--- src/rtl/rss_pkg.sv ---
`timescale 1ns / 1ps
`default_nettype none

package rss_pkg;

  localparam int ADDR_W      = 48;
  localparam int LEN_W       = 18;
  localparam int CLEN_W      = 13;
  localparam int DEV_W       = 4;
  localparam int NDEV_W      = 5;
  localparam int BLOCK_BYTES = 4096;
  localparam int BLK_BITS    = $clog2(BLOCK_BYTES);
  localparam int MAX_DEVICES = 16;
  localparam int MAX_CHUNKS  = 64;
  localparam int DQ_W        = ADDR_W - BLK_BITS;
  localparam int DIV_STEPS   = 6;
  localparam int DIV_STAGES  = DQ_W / DIV_STEPS;
  localparam int SPAN_W      = LEN_W + 1;
  localparam int CNT_W       = SPAN_W - BLK_BITS;
  localparam int CFG_IDX_W   = 1;

  localparam logic [CFG_IDX_W-1:0] REG_DEVICE_COUNT = 1'd0;
  localparam logic [CFG_IDX_W-1:0] REG_REGION_BASE  = 1'd1;

  typedef struct packed {
    logic                err;
    logic                mode;
    logic [ADDR_W-1:0]   host;
    logic [LEN_W-1:0]    len;
    logic [BLK_BITS-1:0] inner;
    logic [NDEV_W-1:0]   ndev;
    logic [DEV_W-1:0]    rem;
    logic [DQ_W-1:0]     dq;
  } rss_item_t;

endpackage

`default_nettype wire

--- src/rtl/rss_front.sv ---
`timescale 1ns / 1ps
`default_nettype none

module rss_front (
  input  wire                          clk,
  input  wire                          rst,
  input  wire                          adv,
  input  wire                          req_valid,
  input  wire                          mode,
  input  wire [rss_pkg::ADDR_W-1:0]    array_offset,
  input  wire [rss_pkg::ADDR_W-1:0]    host_addr,
  input  wire [rss_pkg::LEN_W-1:0]     request_length,
  input  wire [rss_pkg::NDEV_W-1:0]    device_count,
  input  wire [rss_pkg::ADDR_W-1:0]    region_base,
  output logic                         out_valid,
  output rss_pkg::rss_item_t           out_item
);
  import rss_pkg::*;

  logic [NDEV_W-1:0] ndev;
  logic [ADDR_W-1:0] off;
  logic [SPAN_W-1:0] span;
  logic [CNT_W-1:0]  chunks;
  logic              below;
  rss_item_t         item_next;

  always_comb begin
    if (device_count == '0) begin
      ndev = NDEV_W'(1);
    end else if (device_count > NDEV_W'(MAX_DEVICES)) begin
      ndev = NDEV_W'(MAX_DEVICES);
    end else begin
      ndev = device_count;
    end
    below  = array_offset < region_base;
    off    = array_offset - region_base;
    span   = {{(SPAN_W-BLK_BITS){1'b0}}, off[BLK_BITS-1:0]} + {1'b0, request_length}
             + SPAN_W'(BLOCK_BYTES - 1);
    chunks = span[SPAN_W-1:BLK_BITS];
    item_next.err   = below || (chunks > CNT_W'(MAX_CHUNKS));
    item_next.mode  = mode;
    item_next.host  = host_addr;
    item_next.len   = request_length;
    item_next.inner = off[BLK_BITS-1:0];
    item_next.ndev  = ndev;
    item_next.rem   = '0;
    item_next.dq    = off[ADDR_W-1:BLK_BITS];
  end

  always_ff @(posedge clk) begin
    if (rst) begin
      out_valid <= 1'b0;
    end else if (adv) begin
      out_valid <= req_valid && (request_length != '0);
    end
    if (adv) begin
      out_item <= item_next;
    end
  end

endmodule

`default_nettype wire

--- src/rtl/rss_div_stage.sv ---
`timescale 1ns / 1ps
`default_nettype none

module rss_div_stage (
  input  wire                      clk,
  input  wire                      rst,
  input  wire                      adv,
  input  wire                      in_valid,
  input  wire rss_pkg::rss_item_t  in_item,
  output logic                     out_valid,
  output rss_pkg::rss_item_t       out_item
);
  import rss_pkg::*;

  rss_item_t         item_next;
  logic [NDEV_W-1:0] trial;
  logic [NDEV_W-1:0] diff;

  // Restoring division of the block number by the device count, six quotient bits per stage.
  always_comb begin
    item_next = in_item;
    trial     = '0;
    diff      = '0;
    for (int i = 0; i < DIV_STEPS; i++) begin
      trial        = {item_next.rem, item_next.dq[DQ_W-1]};
      item_next.dq = {item_next.dq[DQ_W-2:0], 1'b0};
      if (trial >= item_next.ndev) begin
        diff            = trial - item_next.ndev;
        item_next.rem   = diff[DEV_W-1:0];
        item_next.dq[0] = 1'b1;
      end else begin
        item_next.rem   = trial[DEV_W-1:0];
      end
    end
  end

  always_ff @(posedge clk) begin
    if (rst) begin
      out_valid <= 1'b0;
    end else if (adv) begin
      out_valid <= in_valid;
    end
    if (adv) begin
      out_item <= item_next;
    end
  end

endmodule

`default_nettype wire

--- src/rtl/rss_chunker.sv ---
`timescale 1ns / 1ps
`default_nettype none

module rss_chunker (
  input  wire                          clk,
  input  wire                          rst,
  input  wire                          in_valid,
  input  wire rss_pkg::rss_item_t      in_item,
  output logic                         in_ready,
  output logic                         chunk_valid,
  input  wire                          chunk_ready,
  output logic [rss_pkg::DEV_W-1:0]    device_index,
  output logic [rss_pkg::ADDR_W-1:0]   device_offset,
  output logic [rss_pkg::CLEN_W-1:0]   chunk_length,
  output logic [rss_pkg::ADDR_W-1:0]   chunk_host_addr,
  output logic                         direction,
  output logic                         last_chunk,
  output logic                         error
);
  import rss_pkg::*;

  logic                busy;
  logic                err;
  logic                mode;
  logic [DEV_W-1:0]    dev;
  logic [DQ_W-1:0]     row;
  logic [BLK_BITS-1:0] inner;
  logic [ADDR_W-1:0]   host;
  logic [LEN_W-1:0]    rem_len;
  logic [NDEV_W-1:0]   ndev;

  logic [CLEN_W-1:0]   room;
  logic                last;
  logic [CLEN_W-1:0]   take;
  logic [NDEV_W-1:0]   dev_inc;
  logic                emit;

  always_comb begin
    room     = CLEN_W'(BLOCK_BYTES) - {{(CLEN_W-BLK_BITS){1'b0}}, inner};
    last     = rem_len <= {{(LEN_W-CLEN_W){1'b0}}, room};
    take     = last ? rem_len[CLEN_W-1:0] : room;
    dev_inc  = {1'b0, dev} + NDEV_W'(1);
    emit     = busy && (!chunk_valid || chunk_ready);
    in_ready = !busy;
  end

  always_ff @(posedge clk) begin
    if (rst) begin
      busy        <= 1'b0;
      chunk_valid <= 1'b0;
    end else begin
      if (emit) begin
        chunk_valid <= 1'b1;
      end else if (chunk_ready) begin
        chunk_valid <= 1'b0;
      end
      if (!busy && in_valid) begin
        busy <= 1'b1;
      end else if (emit && (err || last)) begin
        busy <= 1'b0;
      end
    end

    if (!busy && in_valid) begin
      err     <= in_item.err;
      mode    <= in_item.mode;
      dev     <= in_item.rem;
      row     <= in_item.dq;
      inner   <= in_item.inner;
      host    <= in_item.host;
      rem_len <= in_item.len;
      ndev    <= in_item.ndev;
    end else if (emit) begin
      direction  <= mode;
      last_chunk <= err || last;
      error      <= err;
      if (err) begin
        device_index    <= '0;
        device_offset   <= '0;
        chunk_length    <= '0;
        chunk_host_addr <= '0;
      end else begin
        device_index    <= dev;
        device_offset   <= {row, inner};
        chunk_length    <= take;
        chunk_host_addr <= host;
      end
      if (!err && !last) begin
        inner   <= '0;
        rem_len <= rem_len - {{(LEN_W-CLEN_W){1'b0}}, room};
        host    <= host + {{(ADDR_W-CLEN_W){1'b0}}, room};
        if (dev_inc == ndev) begin
          dev <= '0;
          row <= row + DQ_W'(1);
        end else begin
          dev <= dev_inc[DEV_W-1:0];
        end
      end
    end
  end

endmodule

`default_nettype wire

--- src/rtl/raid0_stripe_splitter_unit.sv ---
`timescale 1ns / 1ps
`default_nettype none

// Channel   Handshake                Beat contents
// req       req_valid / req_ready    mode, array_offset, host_addr, request_length
// chunk     chunk_valid / chunk_ready  device_index, device_offset, chunk_length,
//                                    chunk_host_addr, direction, last_chunk, error
// cfg       cfg_we                   cfg_index, cfg_data
//
// A request passes a check stage and six divider stages (block number over device
// count), then the chunker, before its first beat can show.
// The chunker loads a request, then emits one beat per cycle unless chunk_ready
// holds it back; it takes no new request until the last beat, and an error request
// gives a single beat. Requests of zero length are dropped in the check stage.
// The pipeline advances as a whole and holds only while the chunker is busy and the
// last divider stage holds a request; reset is synchronous and sets only the valid
// bits, the busy flag and the config (device count to one, region base to zero).

module raid0_stripe_splitter_unit (
  input  wire                          clk,
  input  wire                          rst,
  input  wire                          cfg_we,
  input  wire [rss_pkg::CFG_IDX_W-1:0] cfg_index,
  input  wire [rss_pkg::ADDR_W-1:0]    cfg_data,
  input  wire                          req_valid,
  output logic                         req_ready,
  input  wire                          mode,
  input  wire [rss_pkg::ADDR_W-1:0]    array_offset,
  input  wire [rss_pkg::ADDR_W-1:0]    host_addr,
  input  wire [rss_pkg::LEN_W-1:0]     request_length,
  output logic                         chunk_valid,
  input  wire                          chunk_ready,
  output logic [rss_pkg::DEV_W-1:0]    device_index,
  output logic [rss_pkg::ADDR_W-1:0]   device_offset,
  output logic [rss_pkg::CLEN_W-1:0]   chunk_length,
  output logic [rss_pkg::ADDR_W-1:0]   chunk_host_addr,
  output logic                         direction,
  output logic                         last_chunk,
  output logic                         error
);
  import rss_pkg::*;

  logic [NDEV_W-1:0]   device_count;
  logic [ADDR_W-1:0]   region_base;
  logic                adv;
  logic                ck_ready;
  logic [DIV_STAGES:0] stage_valid;
  rss_item_t           stage_item [DIV_STAGES+1];

  always_ff @(posedge clk) begin
    if (rst) begin
      device_count <= NDEV_W'(1);
      region_base  <= '0;
    end else if (cfg_we) begin
      case (cfg_index)
        REG_DEVICE_COUNT: device_count <= cfg_data[NDEV_W-1:0];
        REG_REGION_BASE:  region_base  <= cfg_data;
        default: begin
        end
      endcase
    end
  end

  assign adv       = !stage_valid[DIV_STAGES] || ck_ready;
  assign req_ready = adv;

  rss_front u_front (
    .clk            (clk),
    .rst            (rst),
    .adv            (adv),
    .req_valid      (req_valid),
    .mode           (mode),
    .array_offset   (array_offset),
    .host_addr      (host_addr),
    .request_length (request_length),
    .device_count   (device_count),
    .region_base    (region_base),
    .out_valid      (stage_valid[0]),
    .out_item       (stage_item[0])
  );

  for (genvar g = 0; g < DIV_STAGES; g++) begin : g_div
    rss_div_stage u_div (
      .clk       (clk),
      .rst       (rst),
      .adv       (adv),
      .in_valid  (stage_valid[g]),
      .in_item   (stage_item[g]),
      .out_valid (stage_valid[g+1]),
      .out_item  (stage_item[g+1])
    );
  end

  rss_chunker u_chunker (
    .clk             (clk),
    .rst             (rst),
    .in_valid        (stage_valid[DIV_STAGES]),
    .in_item         (stage_item[DIV_STAGES]),
    .in_ready        (ck_ready),
    .chunk_valid     (chunk_valid),
    .chunk_ready     (chunk_ready),
    .device_index    (device_index),
    .device_offset   (device_offset),
    .chunk_length    (chunk_length),
    .chunk_host_addr (chunk_host_addr),
    .direction       (direction),
    .last_chunk      (last_chunk),
    .error           (error)
  );

endmodule

`default_nettype wire
--- config.mk ---
export PLATFORM = sky130hd
export DESIGN_NAME = raid0_stripe_splitter_unit
export DESIGN_NICKNAME = d
export VERILOG_FILES = /design/src/rtl/rss_pkg.sv /design/src/rtl/rss_front.sv /design/src/rtl/rss_div_stage.sv /design/src/rtl/rss_chunker.sv /design/src/rtl/raid0_stripe_splitter_unit.sv
export SDC_FILE = /design/constraint.sdc
export NUM_CORES = 2
export LEC_CHECK = 0
export ABC_AREA = 1
export BUFFER_PORTS_ARGS = -buffer_cell sky130_fd_sc_hd__buf_2
export CORE_ASPECT_RATIO = 0.8
export CORE_MARGIN = 1
export CORE_UTILIZATION = 45
export CTS_CLUSTER_DIAMETER = 150
export CTS_CLUSTER_SIZE = 10
export DETAILED_ROUTE_END_ITERATION = 7
export HOLD_SLACK_MARGIN = 0.1
export PLACE_DENSITY_LB_ADDON = 0.2
export RECOVER_POWER = 25
export SLEW_MARGIN = 20
export SYNTH_ARGS = -nofsm -noshare
export SYNTH_HDL_FRONTEND = slang
export SYNTH_SLANG_ARGS = --single-unit
export TNS_END_PERCENT = 50
--- constraint.sdc ---
create_clock -name clk -period 22.1 [get_ports clk]
set_clock_uncertainty 0.15 [all_clocks]
set_input_delay 4.42 -clock clk [delete_from_list [all_inputs] [get_ports clk]]
set_output_delay 4.42 -clock clk [all_outputs]
set_load 0.01 [all_outputs]
# == After elaboration in Yosys (flattened, before gate mapping) ==
# Index checks and enable logic that the tools add are counted.
# word_totals
register_bits,1174
inputBits,169
out_inout_bits,118
wordCells,291
# op_classes
magnitude_cmp,40
n_reduce_logical,27
mux,95
bitwise_logic,2
add_sub_neg,44
eq_ne,1
# ops
operator,count
$ge 5x5->1,35
$mux 4,40
$mux 36,4
$mux 48,3
$sub 4x4->4,35
$mux 18,3
$add 48x13->48,1
$lt 48x48->1,1
$sub 48x48->48,1
$mux 1,40
$add 36x1->36 const B,1
$mux 12,3
$add 12x18->19,1
$add 19x12->19 const B,1
$le 18x13->1,1
$reduce_bool 18->1,1
$sub 18x13->18,1
$mux 13,1
$sub 13x12->13 const A,1
$reduce_bool 2->1,5
$reduce_and 2->1,4
$gt 7x7->1 const B,1
$add 4x1->5 const B,1
$eq 5x5->1,1
11 further kinds,23

# == Longest topological paths before layout ==
# depth
ltp_word,12
mapped_depth,52
mapped_depth_nobuf,52

# == Modules after synthesis ==
# From an unflattened synthesis, not the netlist that was laid out.
# hier_totals
hier_cells,4962
hier_area_um2,55554.5
# by_module_without_submodules
module,cells_per_inst,seq_area_each_um2,area_per_inst_um2,n_inst
rss_div_stage at g_div[1].u_div ...,354,3773.6,5242.5,3
rss_chunker,1483,7277.0,13281.5,1
rss_front,1109,3653.5,8693.3,1
rss_div_stage at g_div[4].u_div,354,3773.6,5245.0,1
rss_div_stage at g_div[5].u_div,352,3773.6,5245.0,1
rss_div_stage at g_div[0].u_div,353,3773.6,5223.8,1
raid0_stripe_splitter_unit,249,1061.0,2138.3,1

# == Least setup slack after synthesis ==
# No wires, ideal clock.
# synth_path
path_kind,register to output
startpoint,register u_chunker.busy
endpoint,output port req_ready
path_buffers,0
stages_incl_launch_ff,2
setup_slack_ns,-1.596
required_time_ns,17.530
t_arrival_ns,19.126
cell_sequence,dfxtp_1 > nand2_1
# synth_between
elab_chain_cells,2
# synth_lines
item,line_no,rtl
"start, declared",rss_chunker.sv:22,logic busy;
"start signal, assigned",rss_chunker.sv:49,busy <= 1'b0;
"start signal, assigned",rss_chunker.sv:58,busy <= 1'b1;
"start signal, assigned",rss_chunker.sv:60,busy <= 1'b0;
$logic_not 1->1,rss_chunker.sv:44,in_ready = !busy;
$logic_or 1x1->1,raid0_stripe_splitter_unit.sv:64,assign adv = !stage_valid[DIV_STAGES] || ck_ready;
"end, declared",raid0_stripe_splitter_unit.sv:26,"output logic req_ready,"
# Every way passes these cells.

==> flow_summary.json <==
{
  "syn_nets": 5510,
  "grt_pass1_vias": 34300,
  "min_path_type": "register to register",
  "yosysSeqAreaShare_pct": 63.4,
  "h-tree-depth": 4,
  "antenna_cells": 0,
  "layout-drive-gt1-share_pct": 9.37,
  "rsz0062_at_grt": "no",
  "grt_use_total_pct": 20.3,
  "core_um2": 119000,
  "critPathMaxStageDelay_ps": 560,
  "die_h_um": 314,
  "vias": 35600,
  "maxSlewHeadroom_pct": 32.8,
  "period_needed_ps": 8930,
  "dr.first_iter.drc_count": 2652,
  "die-width_um": 391,
  "cp_common_cell": "nand2_1",
  "maxCapViolations": 0,
  "drtAntennaViolNets": 0,
  "worst-path-max-fanout": 8,
  "cts_resized": 0,
  "required_ps": 22450,
  "final-setup-viol-count": 0,
  "final_max_slew_viol_count": 0,
  "clockBufferDepth": 3,
  "ys_warn_count": 0,
  "cts_hold_buf": 0,
  "fillers": 10600,
  "cp_slowest_cell": "edfxtp_1",
  "cp-start-kind": "register",
  "post_dp_cell_area_um2": 58000,
  "worstSetupPathType": "register to register",
  "antenna_found_initial": 1,
  "cts.sinks": 1174,
  "status": "finished, final reports clean",
  "grt_pass1_wl_um": 193000,
  "finalWeightedCongestion": 0.959,
  "finalSetupTns_ps": 0,
  "fmax_mhz": 112,
  "detailed_place_hpwl_um": 91600,
  "cts_root_buf": "clkbuf_16",
  "drc_errors": 0,
  "worstMarginPinSlew_ps": 1010,
  "grt_max_degree": 187,
  "wirelength_um": 124000,
  "cp.arrival_ps": 9280,
  "numPortBuffers": 286,
  "clock_insertion_delay_worst_skew_ps": 770,
  "dr.pass1.iters": 6,
  "clkTransAtPathRegs_ps": 60,
  "dieArea_um2": 123000,
  "ys_types": 44,
  "wl_per_cell_um": 17.5,
  "netlist_instances": 5025,
  "rows": 113,
  "start_util_pct": 45.7,
  "cts_tree": "built",
  "final_nets": 5897,
  "viasPerCell": 5.03,
  "hold_violations": 0,
  "synth-seq-cells": 1174,
  "cts_buffers": 135,
  "postSynthAreaPerCell_um2": 10.9,
  "period_share_pct": 40.4,
  "io_pins": 287,
  "synth_area_um2": 54600,
  "cts_setup_buffers": 0,
  "synthToLayoutAreaGrowth_pct": 13.4,
  "cp-end-kind": "register",
  "final_area_um2": 61900,
  "grt-ovfl-total": 0
}
## placed cells by master, fill, tap and decap left out, types with 30 or more instances in the layout
master and n:
a21oi_1 216, and2_1 30, buf_2 286, clkbuf_1 30
clkbuf_16 135, dfxtp_1 62, edfxtp_1 1112, fa_1 38
ha_1 278, inv_1 738, nand2_1 1184, nand3_1 282
nand4_1 105, nor2_1 376, nor3_1 44, o21ai_0 207
xnor2_1 39, xor2_1 98
## cell families after synthesis
| kind of cell | synth area share (%) |
|---|---|
| compound gates | 4.67 |
| xor+xnor | 2.20 |
| fa+ha+maj | 7.77 |
| buf+inv | 5.54 |
| flops | 63.4 |
| simple gates | 16.4 |
## worst max-delay path: cells and delay by family (launching register included)
| kind | cells | cell delay, ps |
|---|---|---|
| simple gates | 22 | 2350 |
| buf+inv | 11 | 1410 |
| fa+ha+maj | 6 | 1870 |
| compound gates | 11 | 2310 |
| flops | 1 | 560 |
## registers in the layout (all words and copies together) (netlist names), 4 cells and up
register and flops:
g_div.u_div.out_item 750, u_front.out_item 121, region_base 48, u_chunker.chunk_host_addr 48
u_chunker.device_offset 48, u_chunker.host 48, u_chunker.row 36, u_chunker.rem_len 18
u_chunker.chunk_length 13, u_chunker.inner 12, g_div.u_div.out_valid 6, device_count 5
u_chunker.ndev 5, u_chunker.dev 4, u_chunker.device_index 4
## path summary, 6_finish.rpt
path         depth (start not counted)  slack [ps]                                     to                             startpoint
max                                 50       13170  g_div[5].u_div.out_item[37]$_DFFE_PP_  g_div[4].u_div.out_item[41]$_DFFE_PP_
min                                  0         230  g_div[4].u_div.out_item[12]$_DFFE_PP_   g_div[3].u_div.out_item[6]$_DFFE_PP_
max reg2reg                         50       13170  g_div[5].u_div.out_item[37]$_DFFE_PP_  g_div[4].u_div.out_item[41]$_DFFE_PP_
min reg2reg                          0         230  g_div[4].u_div.out_item[12]$_DFFE_PP_   g_div[3].u_div.out_item[6]$_DFFE_PP_
## stage by stage
step	worst slack (ps)	hold WS [ps]	utilization, %	cells
finish	13170	230	51.8	7065
CTS	13160	230	51.8	7064
global route	11860	237	51.8	7065
floorplan	6890	250	-	5025
global placement	13380	251	48.6	6884
detailed placement	13180	255	48.6	6884
## layer usage
metal	global-route usage [%]	vias up	routed length (µm)
met3	3.46	170	6700
met1	29.3	16700	59100
met2	31.3	962	55300
met4	6.07	0	2740
li1	-	17700	-
met5	0	-	0
## area by class of cell
type                       count  area [µm²]  area share (%)
clock inverter                15         385           0.622
clock buffer                 165        3490            5.64
sequential                  1174       34600            55.9
inverter                     744        2800            4.52
tap                         1610        2010            3.25
multi-input combinational   3051       17000            27.4
timing repair buffer         306        1610            2.61
## synth_stat cells
cell	count	share of area, %
nand2_2	8	0.092
o21ai_0	208	1.9
nor3b_1	3	0.041
xor2_1	98	1.6
nand4_1	105	1.2
a31oi_1	17	0.19
a21boi_0	4	0.055
or2_1	2	0.023
nor2_2	12	0.14
nand3b_1	25	0.34
or2_2	14	0.16
o21bai_1	8	0.11
fa_1	38	1.4
clkbuf_1	43	0.30
buf_1	4	0.027
buf_2	6	0.055
o21ai_1	18	0.17
nand3_2	3	0.055
nand2_4	1	0.021
o21a_1	1	0.014
o22ai_1	1	0.011
xnor2_1	39	0.63
a21oi_2	1	0.016
nor3_1	44	0.40
buf_6	1	0.021
nand3_1	282	2.6
nor4_1	9	0.10
buf_4	2	0.027
nor3_2	6	0.11
a21o_1	8	0.11
nor2_1	376	2.6
o211ai_1	3	0.041
dfxtp_1	62	2.3
a21oi_1	217	2.0
o31ai_1	1	0.014
nand2_1	1187	8.2
ha_1	278	6.4
and2_1	30	0.34
inv_2	3	0.021
edfxtp_1	1112	61
a211oi_1	1	0.014
a41oi_1	2	0.032
and3_1	1	0.011
inv_1	741	5.1
Power is not shown: default switching activity piles up to over one toggle a cycle in this logic, so the estimate is an artifact.
